==> config.mk <==
export PLATFORM = sky130hd
export DESIGN_NAME = touch_tap_long_press_detector_flat
export DESIGN_NICKNAME = d
export VERILOG_FILES = /design/src/ttlp_pkg.sv /design/src/ttlp_req_if.sv /design/src/ttlp_rsp_if.sv /design/src/ttlp_core.sv /design/src/ttlp_out_buf.sv /design/src/touch_tap_long_press_detector.sv /design/src/flat_wrapper.sv
export VERILOG_INCLUDE_DIRS = /design/src /design/src/src
export SDC_FILE = /design/constraint.sdc
export NUM_CORES = 1
export LEC_CHECK = 0
export BUFFER_PORTS_ARGS = -buffer_cell sky130_fd_sc_hd__buf_2
export CAP_MARGIN = 5
export CORE_UTILIZATION = 56
export DETAILED_ROUTE_END_ITERATION = 12
export PLACE_DENSITY = 0.82
export SLEW_MARGIN = 20
export SYNTH_ARGS = -nofsm -noshare
export SYNTH_HDL_FRONTEND = slang
export SYNTH_SLANG_ARGS = --single-unit
==> constraint.sdc <==
create_clock -name clock -period 4.4 [get_ports clock]
set_input_delay 1.32 -clock clock [delete_from_list [all_inputs] [get_ports clock]]
set_output_delay 1.32 -clock clock [all_outputs]
set_load 0.01 [all_outputs]
==> src/touch_tap_long_press_detector_macros.svh <==
// Assertion macros shared by the tap and long-press detector modules
`ifndef TOUCH_TAP_LONG_PRESS_DETECTOR_MACROS_SVH
`define TOUCH_TAP_LONG_PRESS_DETECTOR_MACROS_SVH

// Same-cycle implication, checked outside reset
`define TTLP_ASSERT_NOW(label, clk, rst, ante, cons) \
   label: assert property (@(posedge clk) disable iff (rst) (ante) |-> (cons)) \
      else $error("ttlp assertion failed");

// Next-cycle implication, checked outside reset
`define TTLP_ASSERT_NEXT(label, clk, rst, ante, cons) \
   label: assert property (@(posedge clk) disable iff (rst) (ante) |=> (cons)) \
      else $error("ttlp assertion failed");

`endif

==> src/ttlp_pkg.sv <==
// Shared types and constants for the tap and long-press detector
`default_nettype none

package ttlp_pkg;

   localparam int COUNT_WIDTH_DEFAULT = 16;
   localparam int CFG_WIDTH           = 16;
   localparam int CSR_INDEX_WIDTH     = 2;

   localparam logic [CSR_INDEX_WIDTH-1:0] CSR_TOUCH_POLARITY   = 2'd0;
   localparam logic [CSR_INDEX_WIDTH-1:0] CSR_GUARD_TICKS      = 2'd1;
   localparam logic [CSR_INDEX_WIDTH-1:0] CSR_LONG_PRESS_TICKS = 2'd2;
   localparam logic [CSR_INDEX_WIDTH-1:0] CSR_POLL_TICKS       = 2'd3;

   localparam logic                 TOUCH_POLARITY_RESET   = 1'b1;
   localparam logic [CFG_WIDTH-1:0] GUARD_TICKS_RESET      = 16'd20;
   localparam logic [CFG_WIDTH-1:0] LONG_PRESS_TICKS_RESET = 16'd200;
   localparam logic [CFG_WIDTH-1:0] POLL_TICKS_RESET       = 16'd50;

   typedef enum logic [1:0] {
      GESTURE_NONE    = 2'd0,
      GESTURE_TAP     = 2'd1,
      GESTURE_LONG    = 2'd2,
      GESTURE_RELEASE = 2'd3
   } gesture_type;

   typedef struct packed {
      logic                 touch_polarity;
      logic [CFG_WIDTH-1:0] guard_ticks;
      logic [CFG_WIDTH-1:0] long_press_ticks;
      logic [CFG_WIDTH-1:0] poll_ticks;
   } cfg_type;

endpackage

`default_nettype wire

==> src/ttlp_req_if.sv <==
// Input channel carrying one sampled pin level per beat
`default_nettype none

interface ttlp_req_if;
   logic valid;
   logic ready;
   logic pin_level;

   modport source (output valid, output pin_level, input ready);
   modport sink (input valid, input pin_level, output ready);
endinterface

`default_nettype wire

==> src/ttlp_rsp_if.sv <==
// Result channel carrying one gesture code per beat
`default_nettype none

interface ttlp_rsp_if;
   logic                  valid;
   logic                  ready;
   ttlp_pkg::gesture_type gesture;

   modport source (output valid, output gesture, input ready);
   modport sink (input valid, input gesture, output ready);
endinterface

`default_nettype wire

==> src/ttlp_core.sv <==
// Debounce, press tracking and long-press countdown, one tick per step
`default_nettype none

`include "touch_tap_long_press_detector_macros.svh"

module ttlp_core #(
   parameter int COUNT_WIDTH = ttlp_pkg::COUNT_WIDTH_DEFAULT
) (
   input  wire logic                  clock,
   input  wire logic                  reset,
   input  wire logic                  step,
   input  wire logic                  pin_level,
   input  wire ttlp_pkg::cfg_type     cfg,
   output ttlp_pkg::gesture_type      gesture
);

   localparam logic [COUNT_WIDTH-1:0] CNT_MAX = '1;

   function automatic logic [COUNT_WIDTH-1:0] clamp_period(
      input logic [ttlp_pkg::CFG_WIDTH-1:0] period
   );
      logic [COUNT_WIDTH-1:0] result;
      if (period == '0) begin
         result = COUNT_WIDTH'(1);
      end else if (32'(period) > 32'(CNT_MAX)) begin
         result = CNT_MAX;
      end else begin
         result = COUNT_WIDTH'(period);
      end
      return result;
   endfunction

   logic                   prev_level_ff, prev_level_in;
   logic [COUNT_WIDTH-1:0] since_edge_ff, since_edge_in;
   logic                   pressed_ff, pressed_in;
   logic                   long_flag_ff, long_flag_in;
   logic                   timer_running_ff, timer_running_in;
   logic [COUNT_WIDTH-1:0] timer_count_ff, timer_count_in;

   logic [COUNT_WIDTH-1:0] elapsed;
   logic [COUNT_WIDTH-1:0] count_dec;
   logic                   active;
   logic                   edge_ok;
   logic                   press_start;
   logic                   press_stop;

   assign elapsed   = (since_edge_ff == CNT_MAX) ? CNT_MAX : since_edge_ff + 1'b1;
   assign count_dec = (timer_count_ff == '0) ? '0 : timer_count_ff - 1'b1;
   assign active    = (pin_level == cfg.touch_polarity);
   assign edge_ok   = (pin_level != prev_level_ff) &&
                      (32'(elapsed) >= 32'(cfg.guard_ticks));
   assign press_start = edge_ok && active && !pressed_ff;
   assign press_stop  = edge_ok && !active && pressed_ff;

   always_comb begin
      prev_level_in    = pin_level;
      since_edge_in    = edge_ok ? '0 : elapsed;
      pressed_in       = pressed_ff;
      long_flag_in     = long_flag_ff;
      timer_running_in = timer_running_ff;
      timer_count_in   = timer_count_ff;
      gesture          = ttlp_pkg::GESTURE_NONE;

      if (press_start) begin
         pressed_in       = 1'b1;
         long_flag_in     = 1'b0;
         timer_count_in   = clamp_period(cfg.long_press_ticks);
         timer_running_in = 1'b1;
      end else if (press_stop) begin
         pressed_in       = 1'b0;
         timer_running_in = 1'b0;
         timer_count_in   = '0;
         long_flag_in     = 1'b0;
         gesture          = long_flag_ff ? ttlp_pkg::GESTURE_RELEASE : ttlp_pkg::GESTURE_TAP;
      end else if (timer_running_ff) begin
         timer_count_in = count_dec;
         if (count_dec == '0) begin
            timer_running_in = 1'b0;
            if (!active) begin
               if (long_flag_ff) begin
                  pressed_in   = 1'b0;
                  long_flag_in = 1'b0;
                  gesture      = ttlp_pkg::GESTURE_RELEASE;
               end else if (pressed_ff) begin
                  pressed_in = 1'b0;
                  gesture    = ttlp_pkg::GESTURE_TAP;
               end
            end else begin
               if (!long_flag_ff) begin
                  long_flag_in = 1'b1;
                  gesture      = ttlp_pkg::GESTURE_LONG;
               end
               timer_count_in   = clamp_period(cfg.poll_ticks);
               timer_running_in = 1'b1;
            end
         end
      end
   end

   always_ff @(posedge clock) begin
      if (reset) begin
         prev_level_ff    <= 1'b0;
         since_edge_ff    <= CNT_MAX;
         pressed_ff       <= 1'b0;
         long_flag_ff     <= 1'b0;
         timer_running_ff <= 1'b0;
         timer_count_ff   <= '0;
      end else if (step) begin
         prev_level_ff    <= prev_level_in;
         since_edge_ff    <= since_edge_in;
         pressed_ff       <= pressed_in;
         long_flag_ff     <= long_flag_in;
         timer_running_ff <= timer_running_in;
         timer_count_ff   <= timer_count_in;
      end
   end

   `TTLP_ASSERT_NOW(a_press_tracks_timer, clock, reset, 1'b1, pressed_ff == timer_running_ff)
   `TTLP_ASSERT_NOW(a_long_needs_press, clock, reset, long_flag_ff, pressed_ff)
   `TTLP_ASSERT_NOW(a_timer_nonzero, clock, reset, timer_running_ff, timer_count_ff != '0)
   `TTLP_ASSERT_NEXT(a_gesture_settles, clock, reset,
      step && (gesture != ttlp_pkg::GESTURE_NONE), !pressed_ff || long_flag_ff)

endmodule

`default_nettype wire

==> src/ttlp_out_buf.sv <==
// Result register with a skid stage so one more input beat is taken during a stall
`default_nettype none

`include "touch_tap_long_press_detector_macros.svh"

module ttlp_out_buf (
   input  wire logic                  clock,
   input  wire logic                  reset,
   input  wire logic                  in_valid,
   output logic                       in_ready,
   input  wire ttlp_pkg::gesture_type in_gesture,
   output logic                       out_valid,
   input  wire logic                  out_ready,
   output ttlp_pkg::gesture_type      out_gesture
);

   logic                  out_valid_ff;
   ttlp_pkg::gesture_type out_gesture_ff;
   logic                  skid_valid_ff;
   ttlp_pkg::gesture_type skid_gesture_ff;

   logic                  take_in;
   logic                  take_out;

   assign in_ready    = !skid_valid_ff;
   assign take_in     = in_valid && in_ready;
   assign take_out    = out_valid_ff && out_ready;
   assign out_valid   = out_valid_ff;
   assign out_gesture = out_gesture_ff;

   always_ff @(posedge clock) begin
      if (reset) begin
         out_valid_ff  <= 1'b0;
         skid_valid_ff <= 1'b0;
      end else if (skid_valid_ff) begin
         if (take_out) begin
            out_valid_ff  <= 1'b1;
            skid_valid_ff <= 1'b0;
         end
      end else if (take_in) begin
         if (!out_valid_ff || take_out) begin
            out_valid_ff <= 1'b1;
         end else begin
            skid_valid_ff <= 1'b1;
         end
      end else if (take_out) begin
         out_valid_ff <= 1'b0;
      end
   end

   always_ff @(posedge clock) begin
      if (skid_valid_ff) begin
         if (take_out) begin
            out_gesture_ff <= skid_gesture_ff;
         end
      end else if (take_in) begin
         if (!out_valid_ff || take_out) begin
            out_gesture_ff <= in_gesture;
         end else begin
            skid_gesture_ff <= in_gesture;
         end
      end
   end

   `TTLP_ASSERT_NOW(a_skid_behind_out, clock, reset, skid_valid_ff, out_valid_ff)
   `TTLP_ASSERT_NEXT(a_stall_fills_skid, clock, reset,
      take_in && out_valid_ff && !out_ready, skid_valid_ff)

endmodule

`default_nettype wire

==> src/touch_tap_long_press_detector.sv <==
// Top level: tap, long-press and release detection on a debounced touch pin
// Each pin beat taken on req yields a gesture, registered in the result buffer.
// Throughput: one pin beat per cycle while the skid stage is empty; the gesture
// logic is one registered pass; a two-deep buffer takes one more beat in a stall.
// Reset is synchronous: registers return to their reset values, debounce saturated,
// no press active, result buffer empty.
`default_nettype none

module touch_tap_long_press_detector #(
   parameter int COUNT_WIDTH = ttlp_pkg::COUNT_WIDTH_DEFAULT
) (
   input  wire logic                                  clock,
   input  wire logic                                  reset,
   ttlp_req_if.sink                                   req_chan,
   ttlp_rsp_if.source                                 rsp_chan,
   input  wire logic                                  csr_wr_en,
   input  wire logic [ttlp_pkg::CSR_INDEX_WIDTH-1:0]  csr_index,
   input  wire logic [ttlp_pkg::CFG_WIDTH-1:0]        csr_wdata
);

   ttlp_pkg::cfg_type     cfg_ff;
   ttlp_pkg::gesture_type step_gesture;
   logic                  step;

   always_ff @(posedge clock) begin
      if (reset) begin
         cfg_ff.touch_polarity   <= ttlp_pkg::TOUCH_POLARITY_RESET;
         cfg_ff.guard_ticks      <= ttlp_pkg::GUARD_TICKS_RESET;
         cfg_ff.long_press_ticks <= ttlp_pkg::LONG_PRESS_TICKS_RESET;
         cfg_ff.poll_ticks       <= ttlp_pkg::POLL_TICKS_RESET;
      end else if (csr_wr_en) begin
         unique case (csr_index)
            ttlp_pkg::CSR_TOUCH_POLARITY:   cfg_ff.touch_polarity   <= csr_wdata[0];
            ttlp_pkg::CSR_GUARD_TICKS:      cfg_ff.guard_ticks      <= csr_wdata;
            ttlp_pkg::CSR_LONG_PRESS_TICKS: cfg_ff.long_press_ticks <= csr_wdata;
            ttlp_pkg::CSR_POLL_TICKS:       cfg_ff.poll_ticks       <= csr_wdata;
            default: begin
            end
         endcase
      end
   end

   assign step = req_chan.valid && req_chan.ready;

   ttlp_core #(
      .COUNT_WIDTH (COUNT_WIDTH)
   ) u_core (
      .clock     (clock),
      .reset     (reset),
      .step      (step),
      .pin_level (req_chan.pin_level),
      .cfg       (cfg_ff),
      .gesture   (step_gesture)
   );

   ttlp_out_buf u_out_buf (
      .clock       (clock),
      .reset       (reset),
      .in_valid    (req_chan.valid),
      .in_ready    (req_chan.ready),
      .in_gesture  (step_gesture),
      .out_valid   (rsp_chan.valid),
      .out_ready   (rsp_chan.ready),
      .out_gesture (rsp_chan.gesture)
   );

endmodule

`default_nettype wire

==> src/flat_wrapper.sv <==
// flat-port wrapper written by rule: the top's interface ports become plain ports
module touch_tap_long_press_detector_flat 
#(
   parameter int COUNT_WIDTH = ttlp_pkg::COUNT_WIDTH_DEFAULT
)
  (clock, reset, csr_wr_en, csr_index, csr_wdata, req_chan_valid, req_chan_pin_level, req_chan_ready, rsp_chan_valid, rsp_chan_gesture, rsp_chan_ready);
  ttlp_req_if req_chan_i ();
  ttlp_rsp_if rsp_chan_i ();
  input  wire logic clock;
  input  wire logic reset;
  input  wire logic csr_wr_en;
  input  wire logic [ttlp_pkg::CSR_INDEX_WIDTH-1:0] csr_index;
  input  wire logic [ttlp_pkg::CFG_WIDTH-1:0] csr_wdata;
  input wire logic [$bits(req_chan_i.valid)-1:0] req_chan_valid;
  input wire logic [$bits(req_chan_i.pin_level)-1:0] req_chan_pin_level;
  output wire logic [$bits(req_chan_i.ready)-1:0] req_chan_ready;
  output wire logic [$bits(rsp_chan_i.valid)-1:0] rsp_chan_valid;
  output wire logic [$bits(rsp_chan_i.gesture)-1:0] rsp_chan_gesture;
  input wire logic [$bits(rsp_chan_i.ready)-1:0] rsp_chan_ready;
  assign req_chan_i.valid = req_chan_valid;
  assign req_chan_i.pin_level = req_chan_pin_level;
  assign req_chan_ready = req_chan_i.ready;
  assign rsp_chan_valid = rsp_chan_i.valid;
  assign rsp_chan_gesture = rsp_chan_i.gesture;
  assign rsp_chan_i.ready = rsp_chan_ready;
  touch_tap_long_press_detector #(.COUNT_WIDTH(COUNT_WIDTH)) u_core (.clock(clock), .reset(reset), .req_chan(req_chan_i), .rsp_chan(rsp_chan_i), .csr_wr_en(csr_wr_en), .csr_index(csr_index), .csr_wdata(csr_wdata));
endmodule
=== Word level (Yosys, flattened, before mapping) ===
Index checks and enable logic that the tools add are counted.

* Word-level logic and storage cells: 106
* Register bits after elaboration: 91
* Output and inout bits: 4
* Input bits: 24

* Add/subtract/negate cells: 2
* Reductions and logical operators: 32
* $lt $le $gt $ge: 1
* Equality and inequality tests: 9
* Muxes and demuxes: 46
* Bitwise gates (word level): 2

{| class="wikitable"
|+ Operators by type and width
! kind !! number
|-
| 16-bit two-way mux || 10
|-
| 16-bit logical NOT || 4
|-
| 1-bit two-way mux || 24
|-
| 2-bit two-way mux || 12
|-
| 16-bit by 1-bit adder with 16-bit output (second input constant) || 1
|-
| 16-bit equality test (second input constant) || 1
|-
| 16-bit >= comparator || 1
|-
| 16-bit by 1-bit subtractor with 16-bit output (second input constant) || 1
|-
| 3-bit AND reduction || 4
|-
| 2-bit AND reduction || 5
|-
| 1-bit logical AND || 7
|-
| 3-bit by 1-bit inequality test with 1-bit output (second input constant) || 2
|-
| 2-bit nonzero test || 3
|-
| 3-bit nonzero test || 2
|-
| 2-bit equality test (second input constant) || 2
|-
| 1-bit logical NOT || 4
|-
| 4-bit AND reduction || 1
|-
| 2-bit by 1-bit equality test with 1-bit output (second input constant) || 1
|-
| 2-bit logical NOT || 1
|-
| 2-bit by 1-bit inequality test with 1-bit output (second input constant) || 1
|-
| 1-bit NOT || 2
|-
| 1-bit equality test || 1
|-
| 1-bit logical OR || 1
|-
| 1-bit inequality test || 1
|}

=== Logic depth before layout (Yosys ltp) ===
* Word-level depth: 11
* Mapped depth: 19
* Mapped depth without buffers: 14

=== Modules after synthesis ===
Synthesis repeated with hierarchy kept, for this count alone.

* Cell total of the unflattened synthesis: 664
* Area total of the unflattened synthesis: 5625.4 sq um

{| class="wikitable"
|+ Modules (own cells, without submodules)
! module !! area each (sq um) !! cells an instance !! times used !! sequential area each (sq um)
|-
| ttlp_core || 3316.9 || 451 || 1 || 720.7
|-
| touch_tap_long_press_detector || 2030.7 || 193 || 1 || 980.9
|-
| ttlp_out_buf || 277.8 || 20 || 1 || 160.2
|}

=== Least setup slack after synthesis ===
OpenSTA, ideal clock, no wires.

* Path type: register -> register
* Start: register u_core.u_core.since_edge_ff[0]
* End: register u_core.u_core.timer_count_ff[13]
* Clock period less this slack: 4150 ps
* Required time: 4297 ps
* Stages on the path, launching flop included: 19
* Setup slack: 250 ps
* Path buffers: 4
* Data arrival time: 4046 ps
* Cell sequence: dfxtp_1 -> ha_1 -> and3_1 -> and4_1 -> clkbuf_1 -> and3b_1 -> nand4_2 -> buf_2 -> clkbuf_1 -> nand2_1 -> ha_1 -> a211oi_1 -> nor2_1 -> or3_4 -> o311ai_4 -> o21ai_0 -> buf_2 -> and3_1 -> a2111oi_2

* Longest elaborated chain between the ends: 8
* Elaborated cells on any way between the ends: 13
* Classes of those cells: add/sub: 1; order compare: 1; eq/ne: 1; mux: 3; reduce/logical: 7

{| class="wikitable"
|+ RTL lines
! element !! RTL line !! RTL
|-
| start, declared || ttlp_core.sv:34 || <nowiki>logic [COUNT_WIDTH-1:0] since_edge_ff, since_edge_in;</nowiki>
|-
| start signal, assigned || ttlp_core.sv:110 || <nowiki>since_edge_ff <= since_edge_in;</nowiki>
|-
| 16-bit by 1-bit adder with 16-bit output or 16-bit equality test (tied branches) || ttlp_core.sv:47 || <nowiki>assign elapsed = (since_edge_ff == CNT_MAX) ? CNT_MAX : since_edge_ff + 1'b1;</nowiki>
|-
| 16-bit two-way mux * || ttlp_core.sv:47 ||
|-
| 16-bit >= comparator * || ttlp_core.sv:51 || <nowiki>(32'(elapsed) >= 32'(cfg.guard_ticks));</nowiki>
|-
| 1-bit logical AND * || ttlp_core.sv:50 || <nowiki>assign edge_ok = (pin_level != prev_level_ff) &&</nowiki>
|-
| 1-bit logical AND (on tied branches) (2 in series) || ttlp_core.sv:52, ttlp_core.sv:53 ||
|-
| 3-bit nonzero test (no line) or 16-bit two-way mux (tied branches) || -- ||
|-
| 2-bit AND reduction (no line) or 16-bit two-way mux (tied branches) || -- ||
|-
| end signal, assigned || ttlp_core.sv:114 || <nowiki>timer_count_ff <= timer_count_in;</nowiki>
|-
| end, declared || ttlp_core.sv:38 || <nowiki>logic [COUNT_WIDTH-1:0] timer_count_ff, timer_count_in;</nowiki>
|}

Mark *: on every way between the ends. The rest lies on a longest branch, timed or not.
A chain may end at the register's enable or synchronous reset.

=== Final worst setup path ===
* Start: register u_core.u_core.since_edge_ff[0]
* End: register u_core.u_core.timer_count_ff[5]

Same word-level chain as after synthesis.

==> results.cfg <==
[status]
status = finished, final reports clean

[synth]
synth_fp_nets = 728
synthFlopType = dfxtp_1
avgSynthCellArea_um2 = 7.78
yosysTopAreaCell = dfxtp_1
synth_most_common_cell = nand2_1
synthTopCellsByArea = dfxtp_1, nand2_1, a21oi_1
async_reset_ff_share_pct = 0
syn_area_um2 = 5330
synth_edf_count = 4
yosysUniqueCellTypes = 73
synth_common_cells = nand2_1, a21oi_1, dfxtp_1
yosysWarningCount = 0
post-synth-top-area-fraction_pct = 32.7
yosysSeqAreaShare_pct = 34.9
ys_ff_latch = 91
postSynthCellCount = 685

[detailed_routing]
wl_met2_mm = 6.18
highest_layer = met4
dr_total_vias = 5195
drt-met1-wl_mm = 6.27
wl_per_cell_um = 17.1
drt_iter0_markers = 389
ant_nets = 0
first_pass_iters = 5
viasPerCell = 6.31
drc_errors = 0
drt-total-wl_mm = 14.1
dr_wl_met3_mm = 1.32

[worst_setup_path]
rr_worst_depth = 14
start_kind = register
cp-end-kind = register
cpPeakStageDelay_ns = 0.43
cpMaxStageDelayCell = dfxtp_1
timing.rr.end = u_core.u_core.timer_count_ff[5]$_SDFFE_PP0P_
crit_top_cell = ha_1
path_class = register to register
path_cells = ha_1 > and3_1 > and4_2 > and3b_1 > nand4_4 > and2_1 > ha_1 > a31oi_1 > nor2b_1 > o2111ai_1 > nand3_1 > a32o_1 > a21oi_1 > a211oi_1
r2r_start = u_core.u_core.since_edge_ff[0]$_SDFFE_PP1P_
required_ns = 4.66
cp.arrival_ns = 4.38
crit_start = u_core.u_core.since_edge_ff[0]$_SDFFE_PP1P_
worst-path-max-fanout = 16
rrSetupSlack_ns = 0.28
crit_end = u_core.u_core.timer_count_ff[5]$_SDFFE_PP0P_

[min_path]
hp-class = register to register

[grt]
grt_pass1_wl_mm = 23.0
overflow = 0
antenna_found_initial = 0
grt_pass1_vias = 4677
grt_max_degree = 66
grt_use_total_pct = 29.0

[timing]
timing.final.crit_share_pct = 93.7
finalSetupTns_ns = 0
slew_viol_final = 0
min_period_ns = 4.12
finalSetupViolCount = 0
hold_viol = 0
fmax_mhz = 243
rsz0062_at_grt = false
tightestPinTransition_ns = 1.09
clock_skew_ns = 0.0107
slew_headroom_pct = 27.0
setup_slack_ns = 0.278

[clock_network]
clk_path_buf_depth = 2
cts_made_buffers = 9
clk_pin_slew_ns = 0.10
cts.sink_count = 91
ctsHtreeMaxLevel = 3
cts_root_buf = clkbuf_8
cts_tree = yes
clk_latency_ns = 0.37

[floorplanning]
die_w_um = 99.6
pin_count = 28
start_util_pct = 57.7
core_area_um2 = 9240
die_y_um = 99.6
dieArea_um2 = 9910
row_count = 35

[placement]
place.gp.congestion = 0.918
post-place-ws_ns = 0.0298
portBuffers = 27
placed_area_um2 = 5510
dp_cells = 806
dp_hpwl_mm = 10.2

[final_layout]
final_cells = 823
regArea_um2 = 1860
drive_gt1_share_pct = 12.1
stdcell_area_um2 = 5760
post-route-util_pct = 62.3
fillers = 820
multi_input_area_um2 = 3230
layout.nets = 732
antenna_cells = 0
area_growth_pct = 8.08

[power]
vdd_drop_max_mv = 0.272
cellPowerDensity_nw_per_um2 = 496
leakagePower_nw = 2.19

[flow_run]
cap_violations = 0
-- state kept, by name, summed over array words and instances, names as in the netlist --
name,flops
u_core.u_core.timer_running_ff,1
u_core.u_core.since_edge_ff,16
u_core.u_out_buf.out_gesture,2
u_core.u_core.timer_count_ff,16
u_core.u_core.pressed_ff,1
u_core.u_out_buf.skid_gesture_ff,2
u_core.cfg_ff,49
u_core.u_core.prev_level_ff,1
u_core.u_out_buf.skid_valid_ff,1
u_core.u_core.long_flag_ff,1
u_core.u_out_buf.out_valid,1
-- final cells by class --
type | count | area share [%]
multi-input cells | 527 | 56.0
flip-flops and latches | 91 | 32.3
repair buffers | 36 | 3.74
well taps | 129 | 2.80
clock buffers | 9 | 2.15
inverters | 24 | 1.56
clock inverters | 7 | 1.41
-- where the power goes --
group | internal [mW] | switching [mW] | total (mW)
sequential | 0.912 | 0.127 | 1.04
clock | 0.227 | 0.350 | 0.576
combinational | 0.513 | 0.731 | 1.24
-- how the worst min path moves through the flow --
stage                                     endpoint  depth (start not counted)                            from
CTS                 u_core.cfg_ff[47]$_SDFFE_PP0P_                          2  u_core.cfg_ff[47]$_SDFFE_PP0P_
floorplan           u_core.cfg_ff[33]$_SDFFE_PP0P_                          2  u_core.cfg_ff[33]$_SDFFE_PP0P_
finish              u_core.cfg_ff[47]$_SDFFE_PP0P_                          2  u_core.cfg_ff[47]$_SDFFE_PP0P_
global route        u_core.cfg_ff[37]$_SDFFE_PP0P_                          2  u_core.cfg_ff[37]$_SDFFE_PP0P_
global placement    u_core.cfg_ff[37]$_SDFFE_PP0P_                          2  u_core.cfg_ff[37]$_SDFFE_PP0P_
detailed placement  u_core.cfg_ff[47]$_SDFFE_PP0P_                          2  u_core.cfg_ff[47]$_SDFFE_PP0P_
-- worst max-delay path, delay by kind of cell (launching register included) --
family                   cells  cell delay, ns
AO/OA/AOI/OAI                5            1.13
adder cells (fa/ha/maj)      2            0.56
flip-flops                   1            0.43
AND/OR/NAND/NOR              7            1.88
-- timing repair --
item,in CTS,in global routing
hold buffers,0,0
hold endpoints to repair,0,0
setup buffers,0,1
resized for setup,0,7
endpoints found under the setup margin,0,23
-- layer usage --
| metal | up-vias | track usage, % |
|---|---|---|
| met5 | - | 0 |
| met1 | 2440 | 42.2 |
| met2 | 257 | 43.9 |
| met3 | 34 | 4.64 |
| met4 | 0 | 8.82 |
| li1 | 2464 | - |
-- stage by stage --
step	power [mW]	hold WS [ns]
floorplan	1.98	0.436
global placement	2.22	0.446
detailed placement	2.26	0.450
CTS	2.83	0.463
global route	3.03	0.475
finish	2.86	0.462
-- kinds of logic (layout without fill, tap and decap cells) --
family                     count (synthesis)  count (layout)  share of synthesized area, %
buffers and inverters                     67              76                          5.19
muxes                                      5               5                          1.06
DFF                                       91              91                          34.9
and+or+nand+nor                          287             287                          26.5
AOI/OAI and AO/OA                        193             193                          24.1
xor gates and xnor gates                  23              23                          3.78
adders and majority gates                 19              19                          4.46
-- cells in the final DEF (no fill, tap or decap), types with 3 or more instances in the layout --
cell / n
nand2_1: 140
a21oi_1: 90
dfxtp_1: 87
nor2_1: 36
nand3_1: 28
buf_2: 27
inv_1: 24
o21ai_0: 20
ha_1: 19
a211oi_1: 15
and3_1: 14
xnor2_1: 13
nor3_1: 13
xor2_1: 10
clkbuf_8: 9
a21o_1: 8
nand4_1: 8
nor4_1: 8
buf_4: 8
a32o_1: 6
a31oi_1: 5
o22ai_1: 5
and2_1: 4
and4_1: 4
o21a_1: 4
nor3b_1: 4
nand2b_1: 4
o31ai_1: 4
edfxtp_1: 4
and3b_1: 3
nor3_2: 3
mux2i_1: 3
o211ai_1: 3
a2111oi_2: 3
a221oi_1: 3
No activity file was read; power rests on OpenSTA's default activity.
